### src/rtl/core/ptga_pkg.sv
// ----------------------------------------------------------------------------
// ptga_pkg
// Shared types, widths and the arctangent table for the pan/tilt gaze block.
// ----------------------------------------------------------------------------
package ptga_pkg;

  // field widths
  localparam int unsigned CoordW  = 21;
  localparam int unsigned NeckW   = 20;
  localparam int unsigned EyeW    = 16;
  localparam int unsigned AngOutW = 17;
  localparam int unsigned HW      = CoordW + 2;   // neck height minus z
  localparam int unsigned CfgDW   = 20;
  localparam int unsigned CfgIW   = 2;

  // square root: root bits, radicand bits, partial remainder bits
  localparam int unsigned SqN    = 30;
  localparam int unsigned RadW   = 2 * SqN;
  localparam int unsigned RemW   = SqN + 4;

  // cordic: vector width, angle width (1/65536 degree), stage count
  localparam int unsigned CordW  = 34;
  localparam int unsigned AngW   = 26;
  localparam int unsigned CordN  = 16;
  localparam int unsigned IdxW   = 5;
  localparam int unsigned Lanes  = 3;

  localparam logic signed [AngW-1:0] Ang90 = AngW'(5898240);

  // register indexes
  typedef enum logic [CfgIW-1:0] {
    REG_NECK_HEIGHT = 2'd0,
    REG_EYE_OFFSET  = 2'd1,
    REG_TILT_FLOOR  = 2'd2,
    REG_NONE        = 2'd3
  } cfg_reg_e;

  // lane order in the cordic chain
  localparam int unsigned LanePan   = 0;
  localparam int unsigned LaneAlpha = 1;
  localparam int unsigned LaneBeta  = 2;

  // values that ride along the square root chain
  typedef struct packed {
    logic signed [CoordW-1:0] x;
    logic signed [CoordW-1:0] y;
    logic signed [HW-1:0]     h;
    logic [EyeW-1:0]          e;
    logic                     close;
  } side_t;

  typedef struct packed {
    logic [RemW-1:0] rem;
    logic [SqN-1:0]  root;
    logic [RadW-1:0] rad;
  } sq_lane_t;

  typedef struct packed {
    sq_lane_t r;
    sq_lane_t s;
    side_t    side;
  } sq_t;

  typedef struct packed {
    logic signed [CordW-1:0] x;
    logic signed [CordW-1:0] y;
    logic signed [AngW-1:0]  z;
  } cd_lane_t;

  // special cases carried to the output stage
  typedef struct packed {
    logic pan_zero;
    logic alpha_zero;
    logic close;
    logic eye_zero;
  } cd_flags_t;

  typedef struct packed {
    cd_lane_t [Lanes-1:0] lane;
    cd_flags_t            flags;
  } cd_t;

  // atan(2^-i) in 1/65536 degree
  function automatic logic signed [AngW-1:0] atan_step(input logic [IdxW-1:0] i);
    logic signed [AngW-1:0] a;
    a = '0;
    case (i)
      5'd0:  a = AngW'(2949120);
      5'd1:  a = AngW'(1740967);
      5'd2:  a = AngW'(919879);
      5'd3:  a = AngW'(466945);
      5'd4:  a = AngW'(234379);
      5'd5:  a = AngW'(117304);
      5'd6:  a = AngW'(58666);
      5'd7:  a = AngW'(29335);
      5'd8:  a = AngW'(14668);
      5'd9:  a = AngW'(7334);
      5'd10: a = AngW'(3667);
      5'd11: a = AngW'(1833);
      5'd12: a = AngW'(917);
      5'd13: a = AngW'(458);
      5'd14: a = AngW'(229);
      5'd15: a = AngW'(115);
      5'd16: a = AngW'(57);
      5'd17: a = AngW'(29);
      5'd18: a = AngW'(14);
      5'd19: a = AngW'(7);
      5'd20: a = AngW'(4);
      5'd21: a = AngW'(2);
      5'd22: a = AngW'(1);
      default: a = '0;
    endcase
    return a;
  endfunction

endpackage

### src/rtl/core/ptga_cordic_cell.sv
// ----------------------------------------------------------------------------
// ptga_cordic_cell
// One vectoring micro-rotation for three lanes, registered.
// ----------------------------------------------------------------------------
module ptga_cordic_cell (
  input  logic                            clk_i,
  input  logic                            rst_ni,
  input  logic                            en_i,
  input  logic [ptga_pkg::IdxW-1:0]       idx_i,
  input  logic                            valid_i,
  input  ptga_pkg::cd_t                   data_i,
  output logic                            valid_o,
  output ptga_pkg::cd_t                   data_o
);
  import ptga_pkg::*;

  logic valid_q;
  cd_t  data_d, data_q;

  // rotate each lane toward the x axis
  always_comb begin
    logic signed [CordW-1:0] xs, ys;
    logic signed [AngW-1:0]  a;
    data_d = data_i;
    a = atan_step(idx_i);
    for (int k = 0; k < Lanes; k++) begin
      xs = data_i.lane[k].x >>> idx_i;
      ys = data_i.lane[k].y >>> idx_i;
      if (data_i.lane[k].y > 0) begin
        data_d.lane[k].x = data_i.lane[k].x + ys;
        data_d.lane[k].y = data_i.lane[k].y - xs;
        data_d.lane[k].z = data_i.lane[k].z + a;
      end else begin
        data_d.lane[k].x = data_i.lane[k].x - ys;
        data_d.lane[k].y = data_i.lane[k].y + xs;
        data_d.lane[k].z = data_i.lane[k].z - a;
      end
    end
  end

  always_ff @(posedge clk_i or negedge rst_ni) begin
    if (!rst_ni) begin
      valid_q <= 1'b0;
    end else if (en_i) begin
      valid_q <= valid_i;
    end
  end

  always_ff @(posedge clk_i) begin
    if (en_i) begin
      data_q <= data_d;
    end
  end

  assign valid_o = valid_q;
  assign data_o  = data_q;

endmodule

### config.mk
export PLATFORM = sky130hd
export DESIGN_NAME = ptga_cordic_cell
export DESIGN_NICKNAME = d
export VERILOG_FILES = /design/src/rtl/core/ptga_pkg.sv /design/src/rtl/core/ptga_cordic_cell.sv
export SDC_FILE = /design/constraint.sdc
export NUM_CORES = 2
export LEC_CHECK = 0
export BUFFER_PORTS_ARGS = -buffer_cell sky130_fd_sc_hd__clkbuf_2
export CAP_MARGIN = 20
export CORE_MARGIN = 10
export CORE_UTILIZATION = 55
export DETAILED_ROUTE_END_ITERATION = 8
export PLACE_DENSITY = 0.8
export SKIP_LAST_GASP = 1
export SYNTH_ARGS = -nofsm -noshare
export SYNTH_HDL_FRONTEND = slang
export SYNTH_SLANG_ARGS = --single-unit
export TNS_END_PERCENT = 100
### constraint.sdc
create_clock -name clk_i -period 0.8 [get_ports clk_i]
set_input_delay 0.08 -clock clk_i [delete_from_list [all_inputs] [get_ports clk_i]]
set_output_delay 0.08 -clock clk_i [all_outputs]
set_load 0.1 [all_outputs]
==> flow_summary.json, run 1 <==
{
  "floorplan.rows": 102,
  "mappedNetlistArea_mm2": 0.0429,
  "syn_nets": 5279,
  "run_status": "stopped before the end",
  "netlist-cell-type-count": 132,
  "synth_simple_gate_area_share_pct": 15.2,
  "quantity_of_i_o_buffers_inserted_on_ports": 581,
  "synth_area_leader_cell": "sky130_fd_sc_hd__edfxtp_1",
  "root_buf_cell": "sky130_fd_sc_hd__clkbuf_16",
  "syn-mean-instance-area_um2": 9.15,
  "post_synth_fa_ha_maj_area_fraction_pct": 8.73,
  "clkSinkCount": 287,
  "postSynth.asyncResetShare_pct": 0.348,
  "cts.htree.levels": 2,
  "number_of_enable_flip_flop_cells_after_synthesis": 286,
  "synth_top_flop_cell": "sky130_fd_sc_hd__edfxtp_1",
  "synth.most_common_cell": "sky130_fd_sc_hd__nor2_1",
  "ys_top_cells_by_area": "sky130_fd_sc_hd__edfxtp_1 20%, sky130_fd_sc_hd__mux4_2 11%, sky130_fd_sc_hd__ha_1 8.3%",
  "globalplace.congestion": 1.32,
  "yosysWarnings": 0,
  "grt_max_degree": 50,
  "synth_xor_xnor_area_share_pct": 8.41,
  "synth.top_cells.by_count": "389 x sky130_fd_sc_hd__nor2_1, 388 x sky130_fd_sc_hd__a21oi_1, 341 x sky130_fd_sc_hd__nand2_1",
  "synth-seq-area-share_pct": 20.1,
  "dpl.hpwl_mm": 200,
  "post-place-cells": 8065,
  "synthDominantCellAreaShare_pct": 20.0,
  "synth_compound_area_share_pct": 22.5,
  "die_w_um": 299,
  "wire_length_of_the_first_global_routing_pass_mm": 660,
  "total_cts_buffers": 35,
  "detailed_place.area_mm2": 0.0670,
  "synth_mux_area_share_pct": 20.1,
  "error": "[ERROR GRT-0116] Global routing finished with congestion. Check the congestion regions in the DRC Viewer.",
  "grt_use_total_pct": 97.1,
  "die_height_um": 299,
  "grt_overflow": 5816,
  "synth-seq-cells": 287,
  "syn-instance-count": 4690,
  "main_combinational_cell_family_by_area_after_synthesis": "compound AO/OA/AOI/OAI gates",
  "start_util_pct": 55.5,
  "grt_pass1_vias": 85800,
  "clockBufferDepth": 3,
  "design.portCount": 582,
  "lastStage": "global routing"
}
-- per-layer routing --
| layer | GRT usage, % | overflow |
|---|---|---|
| met1 | 88.4 | 525 |
| met2 | 113 | 3410 |
| met3 | 87.8 | 512 |
| met4 | 105 | 1319 |
| met5 | 72.0 | 50 |
-- cells by family after synthesis --
| logic type | after synthesis |
|---|---|
| AOI/OAI and AO/OA | 1466 |
| and+or+nand+nor | 1306 |
| muxes | 533 |
| xor gates and xnor gates | 412 |
| buffers and inverters | 392 |
| adders and majority gates | 294 |
| DFF | 287 |
-- stage by stage --
stage / utilization (%) / hold WS, ps / worst slack (ps)
CTS: 95.6 / -93.8 / -4200
detailed placement: 86.6 / -144 / -5140
global placement: 86.6 / -145 / -4580
floorplan: - / -216 / -4390
-- timing repair --
action                                  CTS
resized for setup                       683
hold buffers                             10
hold endpoints to repair                 30
endpoints found under the setup margin  570
pin swaps                               314
buffers inserted                        292
cloned                                   12
==> run 2, diff against run 1 <==
--- a/config.mk
+++ b/config.mk
@@ -8,9 +8,9 @@
 export BUFFER_PORTS_ARGS = -buffer_cell sky130_fd_sc_hd__clkbuf_2
 export CAP_MARGIN = 20
 export CORE_MARGIN = 10
-export CORE_UTILIZATION = 55
+export CORE_UTILIZATION = 40
 export DETAILED_ROUTE_END_ITERATION = 8
-export PLACE_DENSITY = 0.8
+export PLACE_DENSITY_LB_ADDON = 0.15
 export SKIP_LAST_GASP = 1
 export SYNTH_ARGS = -nofsm -noshare
 export SYNTH_HDL_FRONTEND = slang
==> constraint.sdc (replaced) <==
create_clock -name clk_i -period 1.05 [get_ports clk_i]
set_input_delay 0.105 -clock clk_i [delete_from_list [all_inputs] [get_ports clk_i]]
set_output_delay 0.105 -clock clk_i [all_outputs]
set_load 0.1 [all_outputs]
==> flow_summary.json, run 2 <==
{
  "regToRegStartpoint": "valid_o",
  "post-route-min-period_ps": 4860,
  "post_synth_fa_ha_maj_area_fraction_pct": 8.73,
  "grt_overflow": 0,
  "synth_top_flop_cell": "sky130_fd_sc_hd__edfxtp_1",
  "timing.final.crit_share_pct": 462,
  "intPower_mw": 63.3,
  "worst_pin_slew_ps": 785,
  "drive_gt1_share_pct": 54.9,
  "setup_viol": 569,
  "met3_length_mm": 21.2,
  "critical_path_peak_fanout": 7,
  "syn-instance-count": 4690,
  "synth-seq-area-share_pct": 20.1,
  "die_height_um": 348,
  "multi_input_comb_area_mm2": 0.0361,
  "synth_simple_gate_area_share_pct": 15.2,
  "final_antenna_net_count": 0,
  "wire_length_of_the_first_global_routing_pass_mm": 340,
  "via_count": 54300,
  "total_cts_buffers": 36,
  "routed.top_layer": "met5",
  "power.total_mw": 122,
  "timing.clock.skew_ps": 0,
  "cts_hold_buffers": 13,
  "switching_portion_of_total_power_pct": 48.2,
  "worst_hold_slack_ps": -111,
  "finalMaxSlewViolations": 0,
  "synth_xor_xnor_area_share_pct": 8.41,
  "grt_max_degree": 40,
  "die-area_mm2": 0.121,
  "cp_data_arrival_time_ps": 5210,
  "fillCellCount": 7992,
  "worstPathRequired_ps": 1410,
  "syn_to_final_growth_pct": 77.5,
  "detail_route.first_pass.iterations": 6,
  "root_buf_cell": "sky130_fd_sc_hd__clkbuf_16",
  "hold_class": "input pin to flop",
  "yosysWarnings": 0,
  "main_combinational_cell_family_by_area_after_synthesis": "compound AO/OA/AOI/OAI gates",
  "die_w_um": 348,
  "cts_tree": "built",
  "dpl.hpwl_mm": 192,
  "drc_errors": 0,
  "initial_antenna_violation_count": 26,
  "p_comb_share_pct": 73.4,
  "ys_top_cells_by_area": "sky130_fd_sc_hd__edfxtp_1 20%, sky130_fd_sc_hd__mux4_2 11%, sky130_fd_sc_hd__ha_1 8.3%",
  "layout.nets": 8150,
  "violations": "negative hold slack, negative setup slack",
  "stdcell_count": 9014,
  "synth.most_common_cell": "sky130_fd_sc_hd__nor2_1",
  "hold_path_startpoint": "data_i[99]",
  "grt_pass1_vias": 53300,
  "setup.worst_path.start": "idx_i[0]",
  "synth_compound_area_share_pct": 22.5,
  "post-place-ws_ps": -4880,
  "fin_tns_setup_ps": -891490,
  "cts.htree.levels": 2,
  "synth-seq-cells": 287,
  "grt_use_total_pct": 36.8,
  "p_seq_share_pct": 16.3,
  "leakage_nw": 34.2,
  "globalplace.congestion": 1.11,
  "start_util_pct": 40.2,
  "final.setup.worst_slack_ps": -3810,
  "synth_mux_area_share_pct": 20.1,
  "synth_area_leader_cell": "sky130_fd_sc_hd__edfxtp_1",
  "clock_transition_at_the_registers_of_the_reported_paths_ps": 60,
  "clkSinkCount": 287,
  "design.portCount": 582,
  "syn-mean-instance-area_um2": 9.15,
  "critical_path.endpoint_type": "flop",
  "clk-insertion-delay-late_ps": 590,
  "floorplan.rows": 120,
  "final_cell_mix": "2335 x sky130_fd_sc_hd__buf_4, 344 x sky130_fd_sc_hd__buf_12, 341 x sky130_fd_sc_hd__nor2_1",
  "clockBufferDepth": 3,
  "slew_limit_headroom_pct": 47.6,
  "postSynth.asyncResetShare_pct": 0.348,
  "dr_iter_0_viols": 5527,
  "netlist-cell-type-count": 132,
  "max_clock_freq_mhz": 206,
  "p_switching_mw": 58.9,
  "largest_register_ffs": 286,
  "syn_nets": 5279,
  "synthDominantCellAreaShare_pct": 20.0,
  "number_of_enable_flip_flop_cells_after_synthesis": 286,
  "vias_per_cell": 6.02,
  "power_density_relative_to_cell_area_mw_per_mm2": 1600,
  "hold_viol_final": 9,
  "totalWireLength_mm": 241,
  "wl_met2_mm": 114,
  "max_cap_violations": 0,
  "quantity_of_i_o_buffers_inserted_on_ports": 581,
  "mappedNetlistArea_mm2": 0.0429,
  "run_status": "finished with violations",
  "detail_route.wirelength.met1_mm": 87.3,
  "synth.top_cells.by_count": "389 x sky130_fd_sc_hd__nor2_1, 388 x sky130_fd_sc_hd__a21oi_1, 341 x sky130_fd_sc_hd__nand2_1",
  "most_frequent_standard_cell_in_the_layout_excluding_fill_and_tap_cells": "sky130_fd_sc_hd__buf_4",
  "core_area_mm2": 0.107,
  "grt_setup_unrepaired": "true",
  "vdd_ir_drop_max_uv": 2000,
  "post-place-cells": 8637,
  "worstSetupPathType": "input pin to flop",
  "seq_area_mm2": 0.00861,
  "worst_setup_path_start_kind": "input pin",
  "routedWlPerCell_um": 26.7,
  "p_clk_share_pct": 10.3
}
run 2: cell counts after synthesis:
No cell type changed its count.
run 2: timing repair:
| item | in CTS | in global routing |
|---|---|---|
| pin swaps | 127 | 266 |
| gates cloned | 15 | 8 |
| endpoints found under the hold margin | 47 | 7 |
| setup endpoints to repair | 569 | 569 |
| setup buffers | 121 | 154 |
| gates resized for setup | 297 | 412 |
run 2: final timing paths:
| check | endpoint | slack [ps] | depth (start not counted) |
|---|---|---|---|
| worst max-delay path | data_o[247] | -3810 | 28 |
| worst min-delay path | data_o[99] | -110 | 2 |
| worst max register to register | valid_o | 260 | 1 |
| worst min register to register | valid_o | 560 | 1 |
| max in group asynchronous | valid_o | 590 | 3 |
| min in group asynchronous | valid_o | 350 | 3 |
run 2: final cells by class:
cell class | instances | area share [%]
inverters | 125 | 0.654
clock inverters | 20 | 0.248
well taps | 1403 | 2.31
diodes | 24 | 0.0789
multi-input cells | 4011 | 47.4
clock buffers | 44 | 1.26
flip-flops and latches | 287 | 11.3
repair buffers | 3100 | 36.8
run 2: power groups by stage:
stage	sequential [mW]	clock [mW]	combinational [mW]
floorplan	40.1	0	25.0
finish	19.9	12.6	89.7
global route	20.2	13.2	93.3
CTS	20.0	12.8	85.7
global placement	20.1	0	82.2
detailed placement	20.1	0	83.0
run 2: cell families after synthesis:
family / Yosys count
mux: 533
buf+inv: 392
simple gates: 1306
fa+ha+maj: 294
xor+xnor: 412
compound gates: 1466
flops: 287
run 2: critical path: stages:
cell	delay [ps]
sky130_fd_sc_hd__buf_16	140
sky130_fd_sc_hd__buf_16	130
sky130_fd_sc_hd__buf_12	140
sky130_fd_sc_hd__buf_12	120
sky130_fd_sc_hd__buf_12	130
sky130_fd_sc_hd__buf_12	120
sky130_fd_sc_hd__mux4_2	450
sky130_fd_sc_hd__mux2i_4	200
sky130_fd_sc_hd__buf_4	170
sky130_fd_sc_hd__o2bb2ai_1	90
sky130_fd_sc_hd__a211oi_2	200
sky130_fd_sc_hd__nand3_2	160
sky130_fd_sc_hd__or3_4	420
sky130_fd_sc_hd__o21ai_2	140
sky130_fd_sc_hd__o21ai_1	90
sky130_fd_sc_hd__xor2_1	170
sky130_fd_sc_hd__ha_1	340
sky130_fd_sc_hd__and3_4	180
sky130_fd_sc_hd__buf_4	130
sky130_fd_sc_hd__nand2_1	90
sky130_fd_sc_hd__o221ai_2	130
sky130_fd_sc_hd__nor3_4	250
sky130_fd_sc_hd__o311ai_4	140
sky130_fd_sc_hd__and3_4	210
sky130_fd_sc_hd__o21a_1	170
sky130_fd_sc_hd__or3_1	320
sky130_fd_sc_hd__a21oi_2	170
sky130_fd_sc_hd__xnor2_1	90
run 2: metal layers:
metal,up-vias,track usage [%]
met5,-,0
met4,8,22.9
met3,867,7.21
met2,3296,62.6
met1,26100,42.4
li1,24000,-
run 2: metrics by stage:
stage | cell area [µm²] | util [%]
after global placement | 68900 | 64.5
after CTS | 72800 | 68.2
after floorplan | 44400 | -
final | 76200 | 71.3
after detailed placement | 68900 | 64.5
after global routing | 76100 | 71.3
(Power assumes the default switching activity.)
