===== src/rtl/core/ptga_pkg.sv =====
// ----------------------------------------------------------------------------
// ptga_pkg
// Shared types, widths and the arctangent table for the pan/tilt gaze block.
// ----------------------------------------------------------------------------
package ptga_pkg;

  // field widths
  localparam int unsigned CoordW  = 21;
  localparam int unsigned NeckW   = 20;
  localparam int unsigned EyeW    = 16;
  localparam int unsigned AngOutW = 17;
  localparam int unsigned HW      = CoordW + 2;   // neck height minus z
  localparam int unsigned CfgDW   = 20;
  localparam int unsigned CfgIW   = 2;

  // square root: root bits, radicand bits, partial remainder bits
  localparam int unsigned SqN    = 30;
  localparam int unsigned RadW   = 2 * SqN;
  localparam int unsigned RemW   = SqN + 4;

  // cordic: vector width, angle width (1/65536 degree), stage count
  localparam int unsigned CordW  = 34;
  localparam int unsigned AngW   = 26;
  localparam int unsigned CordN  = 16;
  localparam int unsigned IdxW   = 5;
  localparam int unsigned Lanes  = 3;

  localparam logic signed [AngW-1:0] Ang90 = AngW'(5898240);

  // register indexes
  typedef enum logic [CfgIW-1:0] {
    REG_NECK_HEIGHT = 2'd0,
    REG_EYE_OFFSET  = 2'd1,
    REG_TILT_FLOOR  = 2'd2,
    REG_NONE        = 2'd3
  } cfg_reg_e;

  // lane order in the cordic chain
  localparam int unsigned LanePan   = 0;
  localparam int unsigned LaneAlpha = 1;
  localparam int unsigned LaneBeta  = 2;

  // values that ride along the square root chain
  typedef struct packed {
    logic signed [CoordW-1:0] x;
    logic signed [CoordW-1:0] y;
    logic signed [HW-1:0]     h;
    logic [EyeW-1:0]          e;
    logic                     close;
  } side_t;

  typedef struct packed {
    logic [RemW-1:0] rem;
    logic [SqN-1:0]  root;
    logic [RadW-1:0] rad;
  } sq_lane_t;

  typedef struct packed {
    sq_lane_t r;
    sq_lane_t s;
    side_t    side;
  } sq_t;

  typedef struct packed {
    logic signed [CordW-1:0] x;
    logic signed [CordW-1:0] y;
    logic signed [AngW-1:0]  z;
  } cd_lane_t;

  // special cases carried to the output stage
  typedef struct packed {
    logic pan_zero;
    logic alpha_zero;
    logic close;
    logic eye_zero;
  } cd_flags_t;

  typedef struct packed {
    cd_lane_t [Lanes-1:0] lane;
    cd_flags_t            flags;
  } cd_t;

  // atan(2^-i) in 1/65536 degree
  function automatic logic signed [AngW-1:0] atan_step(input logic [IdxW-1:0] i);
    logic signed [AngW-1:0] a;
    a = '0;
    case (i)
      5'd0:  a = AngW'(2949120);
      5'd1:  a = AngW'(1740967);
      5'd2:  a = AngW'(919879);
      5'd3:  a = AngW'(466945);
      5'd4:  a = AngW'(234379);
      5'd5:  a = AngW'(117304);
      5'd6:  a = AngW'(58666);
      5'd7:  a = AngW'(29335);
      5'd8:  a = AngW'(14668);
      5'd9:  a = AngW'(7334);
      5'd10: a = AngW'(3667);
      5'd11: a = AngW'(1833);
      5'd12: a = AngW'(917);
      5'd13: a = AngW'(458);
      5'd14: a = AngW'(229);
      5'd15: a = AngW'(115);
      5'd16: a = AngW'(57);
      5'd17: a = AngW'(29);
      5'd18: a = AngW'(14);
      5'd19: a = AngW'(7);
      5'd20: a = AngW'(4);
      5'd21: a = AngW'(2);
      5'd22: a = AngW'(1);
      default: a = '0;
    endcase
    return a;
  endfunction

endpackage


===== src/rtl/core/ptga_sqrt_cell.sv =====
// ----------------------------------------------------------------------------
// ptga_sqrt_cell
// One bit of two restoring square roots, registered, with the sideband.
// ----------------------------------------------------------------------------
module ptga_sqrt_cell (
  input  logic            clk_i,
  input  logic            rst_ni,
  input  logic            en_i,
  input  logic            valid_i,
  input  ptga_pkg::sq_t   data_i,
  output logic            valid_o,
  output ptga_pkg::sq_t   data_o
);
  import ptga_pkg::*;

  logic  valid_q;
  sq_t   data_d, data_q;

  function automatic sq_lane_t sq_bit(input sq_lane_t l);
    sq_lane_t        o;
    logic [RemW-1:0] rem_n;
    logic [RemW-1:0] trial;
    rem_n = {l.rem[RemW-3:0], l.rad[RadW-1 -: 2]};
    trial = {2'b00, l.root, 2'b01};
    o.rad = {l.rad[RadW-3:0], 2'b00};
    if (rem_n >= trial) begin
      o.rem  = rem_n - trial;
      o.root = {l.root[SqN-2:0], 1'b1};
    end else begin
      o.rem  = rem_n;
      o.root = {l.root[SqN-2:0], 1'b0};
    end
    return o;
  endfunction

  // one root bit for each lane
  always_comb begin
    data_d.r    = sq_bit(data_i.r);
    data_d.s    = sq_bit(data_i.s);
    data_d.side = data_i.side;
  end

  always_ff @(posedge clk_i or negedge rst_ni) begin
    if (!rst_ni) begin
      valid_q <= 1'b0;
    end else if (en_i) begin
      valid_q <= valid_i;
    end
  end

  always_ff @(posedge clk_i) begin
    if (en_i) begin
      data_q <= data_d;
    end
  end

  assign valid_o = valid_q;
  assign data_o  = data_q;

endmodule


===== config.mk =====
export PLATFORM = sky130hd
export DESIGN_NAME = ptga_sqrt_cell
export DESIGN_NICKNAME = d
export VERILOG_FILES = /design/src/rtl/core/ptga_pkg.sv /design/src/rtl/core/ptga_sqrt_cell.sv
export SDC_FILE = /design/constraint.sdc
export NUM_CORES = 1
export LEC_CHECK = 0
export BUFFER_PORTS_ARGS = -buffer_cell sky130_fd_sc_hd__buf_2
export CAP_MARGIN = 20
export CORE_AREA = 4 4 258 260
export CTS_BUF_LIST = sky130_fd_sc_hd__clkbuf_16
export DETAILED_ROUTE_END_ITERATION = 8
export DIE_AREA = 0 0 262 264
export SLEW_MARGIN = 20
export SYNTH_ARGS = -nofsm -noshare
export SYNTH_HDL_FRONTEND = slang
export SYNTH_SLANG_ARGS = --single-unit

===== constraint.sdc =====
create_clock -name clk_i -period 1.95 [get_ports clk_i]
set_input_delay 0.39 -clock clk_i [delete_from_list [all_inputs] [get_ports clk_i]]
set_output_delay 0.39 -clock clk_i [all_outputs]
set_load 0.005 [all_outputs]

==> metrics.md, run 1 <==
| Metric | Value |
|---|---|
| Status | `finished with violations` |
| Failing checks | `negative setup slack` |
| Vias in the first global route | `14,200` |
| Dpl cell area | `21,200 sq um` |
| Final Util | `0.411` |
| Largest area contributor in the netlist | `edfxtp_1` |
| Area growth syn-to-layout | `83.8%` |
| Syn_area_per_cell | `13.9 sq um` |
| Mapped Area | `14,300 sq um` |
| Worst path required time | `2.24 ns` |
| Reg2reg end | `valid_o` |
| Grt total ovfl | `0` |
| WP data arrival | `2.63 ns` |
| Num CTS Buffers | `39` |
| Sequential-to-total area share from yosys stat | `0.684` |
| Synth Flop Type | `edfxtp_1` |
| Worst R2R Path Depth | `1` |
| Worst slack at placement | `-1.12 ns` |
| Layout cell share with drive strength beyond 1 | `0.566` |
| Core box area | `64,100 sq um` |
| Clock buffer depth | `3` |
| FP Rows | `93` |
| Met2 global-route usage | `0.271` |
| Ys Warns | `0` |
| Initial cell density of the core | `0.224` |
| Worst hold path depth | `1` |
| PwrDens | `790 nW/um^2` |
| Synth top area share | `0.683` |
| RSZ-0062 raised after global routing | `yes` |
| Hold Fails Final Rpt | `0` |
| GR Util met3 | `0.0423` |
| TritonCTS clock tree | `built` |
| Worst Clk Skew | `0 ns` |
| Top Ports | `665` |
| Remaining antenna violation count | `0` |
| FFs w/ async S/R, synth | `0.00306` |
| Die Wd | `262 um` |
| Avg WL per Cell | `18.7 um` |
| Hold path endpoint | `data_o[257]` |
| Post-synth top cells | `326 x edfxtp_1, 90 x inv_1, 69 x a21oi_1, 68 x nand2_1` |
| Die area | `69,200 sq um` |
| Maximum VDD drop | `594 uV` |
| Chip height | `264 um` |
| GRT Util Overall | `0.157` |
| Cell count after synthesis | `1,030` |
| Fmax | `428 MHz` |
| Overall power | `20,800 uW` |
| Largest net degree at the start of global routing | `81` |
| Final setup fails | `70` |
| Sink Count | `327` |
| Deepest level of the CTS H-tree | `2` |
| #FFs+latches synth | `327` |
| Clock Latency Late Sink | `0.54 ns` |
| Fin nets | `2,630` |
| Worst-path clk slew | `0.06 ns` |
| Pleak | `0.0115 uW` |
| Tightest Hold Check Type | `input pin to register` |
| DRC | `0` |
| MaxCap Viol Count | `0` |
| DP Wirelength | `42,600 um` |
| Count leader, synth | `edfxtp_1` |
| Yosys cell types | `80` |
| TritonRoute pass-1 iters | `4` |
| IO buf count | `656` |
| First-pass GRT wire length | `84,100 um` |
| Setup Crit Path Kind | `input pin to register` |
| Nature of the critical path endpoint | `register` |
| Vias after detailed routing | `13,300` |
| Final WL | `58,200 um` |
| Critical Path Start Type | `input pin` |
| Max Slew Vio Count | `0` |
| Register-to-register setup slack | `1.21 ns` |
| Global routing's busiest layer | `met2` |
| Vias per inst | `4.27` |
| Root Buffer Master | `clkbuf_16` |
| EDFF count, synth | `326` |
| RePlAce Congestion | `0.892` |
| Met1 Use GR | `0.187` |
| Setup WS post-layout | `-0.386 ns` |
| RR Startpoint | `valid_o` |
| Crit Path Max Fanout | `8` |
| DR iter-0 viols | `864` |
| Design area | `26,400 sq um` |
| Top cells by area, synth | `edfxtp_1 68%, ha_1 5.6%, a21oi_1 2.4%` |
| Final worst path period need | `2.34 ns` |
| Final worst path period share | `1.20` |
| HP Start | `data_i[255]` |
| Initial antenna violation count | `15` |
## placed cells by master (no fill, tap or decap), types with 9 or more instances in the layout
cell           count
nor2_2            12
buf_12            27
nand2_1           45
nand2_4           10
inv_4              9
o21ai_0           23
a21o_1            22
buf_8             14
buf_6             41
o21ai_2           20
nand2_2           13
edfxtp_1         326
o21a_1            14
nor2_4            16
a21oi_2           28
buf_4            271
a21oi_1           41
buf_2            629
dlygate4sd3_1    197
xnor2_1           29
xor2_1            24
ha_4              36
nor2_1            36
inv_1             74
ha_1              27
o21ai_1           12
nand4_1           15
clkbuf_16         39
clkinv_1           9
inv_2             12
## report_power, final
group / internal, uW / switching, uW / total, uW
combinational: 2690 / 2350 / 5040
sequential: 8560 / 220 / 8780
clock: 4050 / 2950 / 7000
total: 15300 / 5520 / 20800
## critical path: stages
cell and delay [ns]:
buf_8 0.08, inv_4 0.03, ha_4 0.14, or2_4 0.26, o221a_4 0.22, o31a_1 0.34
a211oi_4 0.27, a21oi_2 0.11, a21oi_4 0.17, buf_12 0.14, buf_12 0.11, buf_12 0.14
a211oi_2 0.04, a21o_1 0.16
## routing by layer
layer,vias to the layer above,share of wire
li1,6274,-
met5,-,0.0014
met2,548,0.48
met4,14,0.033
met1,6365,0.40
met3,125,0.086
## layout make-up
cell class                      instances  area, sq um
Timing Repair Buffer                 1182         8450
Clock buffer                           39          976
Antenna cell                            6         15.0
Tap cell                              855         1070
Sequential cell                       327         9810
Clock inverter                         30          244
Inverter                               91          384
Fill cell                            5896        37800
Multi-Input combinational cell        591         5410
## state kept, by name, indices dropped and copies added, names as in the netlist
name,flops
data_o,326
valid_o,1
## logic make-up (layout without fill, tap and decap cells)
logic type / Yosys count / after routing / share of synthesized area
AO/OA/AOI/OAI: 250 / 250 / 0.118
XOR/XNOR: 56 / 56 / 0.0342
adder cells (fa/ha/maj): 64 / 64 / 0.0558
buffers and inverters: 115 / 1342 / 0.0332
flip-flops: 327 / 327 / 0.684
multiplexers: 9 / 9 / 0.00724
other: 1 / 10 / 0.000261
AND/OR/NAND/NOR: 208 / 208 / 0.0674
## worst max-delay path by stage
| stage | startpoint | to | slack, ns | depth (start not counted) |
|---|---|---|---|---|
| floorplan | data_i[142] | data_o[197] | -0.80 | 10 |
| CTS | data_i[143] | data_o[201] | -0.35 | 12 |
| detailed placement | data_i[142] | data_o[182] | -1.12 | 12 |
| global route | data_i[143] | data_o[176] | -0.45 | 14 |
| finish | data_i[143] | data_o[176] | -0.39 | 14 |
| global placement | data_i[277] | data_o[304] | -1.09 | 12 |
## through the flow
stage,TNS (ns),std cells,hold WS [ns]
floorplan,-37.39,1033,0.0944
global placement,-70.12,2795,0.166
detailed placement,-71.74,2795,0.167
CTS,-14.71,3114,0.000463
global route,-23.54,3120,0.00276
finish,-19.36,3121,0.0392
## repair_timing
action | in CTS | in global routing
endpoints found under the setup margin | 70 | 70
hold buffers | 197 | 0
pin swaps | 94 | 30
gates resized for setup | 270 | 58
endpoints found under the hold margin | 197 | 0
gates cloned | 10 | 0
setup buffers | 45 | 12
(Power assumes the default switching activity.)
==> run 2, diff against run 1 <==
--- a/config.mk
+++ b/config.mk
@@ -11,6 +11,7 @@
 export CTS_BUF_LIST = sky130_fd_sc_hd__clkbuf_16
 export DETAILED_ROUTE_END_ITERATION = 8
 export DIE_AREA = 0 0 262 264
+export REMOVE_ABC_BUFFERS = 1
 export SLEW_MARGIN = 20
 export SYNTH_ARGS = -nofsm -noshare
 export SYNTH_HDL_FRONTEND = slang
==> run 2 against run 1 <==
Global-route usage rose by 0.28 points. The run still ends with negative setup slack left. Critical endpoint is now data_o[304]. Routed wire length up 2.3%. Sequential power barely moved. Combinational power down 7.1%. Sequential cell count did not move. Clock power is essentially flat. Register-to-register slack got worse by 0.03 ns. Worst setup slack got worse by 0.15 ns. Design area is 3.2% lower.
==> metrics.md, run 2 (synthesized netlist as in run 1, its figures left out) <==
| Metric | Value |
|---|---|
| Vias in the first global route | `14,100 (-1.2%)` |
| Tightest Hold Check Type | `input pin to register` |
| Worst-path clk slew | `0.06 ns (about the same)` |
| Flop pwr share | `0.430 (+0.008)` |
| Worst setup path start | `data_i[301]` |
| Final WL | `59,600 um (+2.3%)` |
| Post-route setup TNS | `-24.34 ns (-4.98 ns)` |
| Hold Fails Final Rpt | `0 (unchanged)` |
| Remaining antenna violation count | `0 (unchanged)` |
| Fmax | `402 MHz (-6.2%)` |
| Sw frac | `0.263 (-0.00249)` |
| Reg2reg end | `valid_o` |
| IO buf count | `656 (unchanged)` |
| Setup WS post-layout | `-0.540 ns (-0.154 ns)` |
| Deepest level of the CTS H-tree | `2 (unchanged)` |
| Initial cell density of the core | `0.224 (unchanged)` |
| Num CTS Buffers | `38 (-2.6%)` |
| Slew margin rel. | `0.592` |
| GRT Util Overall | `0.160 (+0.00283)` |
| Commonest non-fill, non-tap cell in the layout | `buf_2` |
| First-pass GRT wire length | `84,800 um (+0.89%)` |
| DRC | `0 (unchanged)` |
| DP Wirelength | `45,000 um (+5.7%)` |
| Vias after detailed routing | `13,300 (-0.098%)` |
| TritonRoute pass-1 iters | `5 (+1)` |
| Setup Crit Path Kind | `input pin to register` |
| Failing checks | `negative setup slack` |
| Fin nets | `2,622 (-0.30%)` |
| Internal power | `15,100 uW (-1.5%)` |
| Worst slack at placement | `-1.42 ns (-0.296 ns)` |
| WP data arrival | `2.77 ns (+0.14 ns)` |
| Worst path required time | `2.23 ns (about the same)` |
| TritonCTS clock tree | `built` |
| Hold path endpoint | `data_o[12]` |
| Sw power | `5370 uW (-2.7%)` |
| Top Ports | `665 (unchanged)` |
| Overall power | `20,400 uW (-1.8%)` |
| HP Start | `data_i[12]` |
| Largest net degree at the start of global routing | `54 (-33%)` |
| Register-to-register setup slack | `1.18 ns (-0.03 ns)` |
| RePlAce Congestion | `0.902 (+1.1%)` |
| Critical Path Start Type | `input pin` |
| Maximum VDD drop | `478 uV (-20%)` |
| Gate power share | `0.229 (-0.013)` |
| Pleak | `0.0113 uW (-1.9%)` |
| Vias per inst | `4.28 (+0.16%)` |
| Layout cell share with drive strength beyond 1 | `0.535 (-0.0308)` |
| Most frequent cells in the layout | `646 x buf_2, 326 x edfxtp_1, 272 x buf_4, 209 x dlygate4sd3_1, 88 x inv_1` |
| Worst Clk Skew | `0 ns (unchanged)` |
| DR iter-0 viols | `907 (+5.0%)` |
| RSZ-0062 raised after global routing | `yes` |
| Avg WL per Cell | `19.1 um (+2.6%)` |
| Sink Count | `327 (unchanged)` |
| Grt total ovfl | `0 (unchanged)` |
| Clock Latency Late Sink | `0.54 ns (about the same)` |
| RR Startpoint | `valid_o` |
| Worst slew pin tran | `0.611 ns` |
| FP Rows | `93 (unchanged)` |
| MaxCap Viol Count | `0 (unchanged)` |
| Root Buffer Master | `clkbuf_16` |
| Area growth syn-to-layout | `77.9%` |
| Final setup fails | `70 (unchanged)` |
| Status | `finished with violations` |
| Clock power share | `0.341 (+0.005)` |
| Die Wd | `262 um (unchanged)` |
| Max Slew Vio Count | `0 (unchanged)` |
| Final worst path period share | `1.28 (+0.0791)` |
| Initial antenna violation count | `14 (-1)` |
| Nature of the critical path endpoint | `register` |
| Crit Path Max Fanout | `11 (+3)` |
| Chip height | `264 um (unchanged)` |
| Worst R2R Path Depth | `1 (unchanged)` |
| PwrDens | `802 nW/um^2 (+1.5%)` |
| Clock buffer depth | `3 (unchanged)` |
| Die area | `69,200 sq um (unchanged)` |
| Final worst path period need | `2.49 ns (+0.154 ns)` |
| Max FFs per register | `326 (unchanged)` |
| Core box area | `64,100 sq um (unchanged)` |
| Worst hold path depth | `1 (unchanged)` |
-- run 2: worst max path at each step --
stage / end / slack, ns / cells after the start
after floorplan: data_o[328] / -1.72 / 10
after global placement: data_o[304] / -1.39 / 13
after detailed placement: data_o[304] / -1.42 / 13
after CTS: data_o[304] / -0.44 / 12
after global routing: data_o[305] / -0.61 / 15
final: data_o[304] / -0.54 / 12
-- run 2: layout make-up --
cell class / instances / area (sq um)
Inverter: 91 / 357
Tap cell: 855 / 1070
Antenna cell: 8 / 20.0
Sequential cell: 327 / 9810
Timing Repair Buffer: 1175 / 8060
Clock inverter: 27 / 226
Clock buffer: 39 / 976
Fill cell: 6006 / 38600
Multi-Input combinational cell: 591 / 4990
-- run 2: power groups by stage --
stage	Sequential (uW)	Clock, uW	Combinational, uW
2_1_floorplan	8970	0	1230
3_5_place_dp	8920	0	3700
3_3_place_gp	8910	0	3660
6_report	8790	6970	4680
4_1_cts	8780	7200	4460
5_1_grt	8840	7480	5070
-- run 2: through the flow --
stage / hold WS [ns] / cell area, sq um / utilization / cells
floorplan: 0.0944 / 14200 / - / 1009
global placement: 0.165 / 20700 / 0.323 / 2790
detailed placement: 0.170 / 20700 / 0.323 / 2790
CTS: 0.000190 / 25000 / 0.390 / 3092
global route: 0.00953 / 25500 / 0.398 / 3109
finish: 0.0445 / 25500 / 0.398 / 3113
-- run 2: routing by layer --
metal	track usage	wire length, um	vias up
met5	0	55	-
met4	0.0538	1900	8
met3	0.0526	5670	110
met2	0.282	29600	516
met1	0.181	22300	6425
li1	-	-	6254
-- run 2: what timing repair did --
item / 4_1_cts / 5_1_grt
hold endpoints to repair: 209 / 0
hold buffers: 209 / 0
pin swaps: 59 / 45
endpoints found under the setup margin: 70 / 70
gates cloned: 3 / 2
setup buffers: 27 / 17
resized for setup: 175 / 95
-- run 2: critical path: stages --
cell	delay, ns
buf_8	0.10
ha_4	0.28
buf_6	0.09
nand4_1	0.21
nor4_4	0.38
buf_4	0.17
nand4_1	0.13
o211ai_1	0.20
nor2_2	0.10
a21oi_4	0.21
buf_12	0.16
mux2_2	0.34
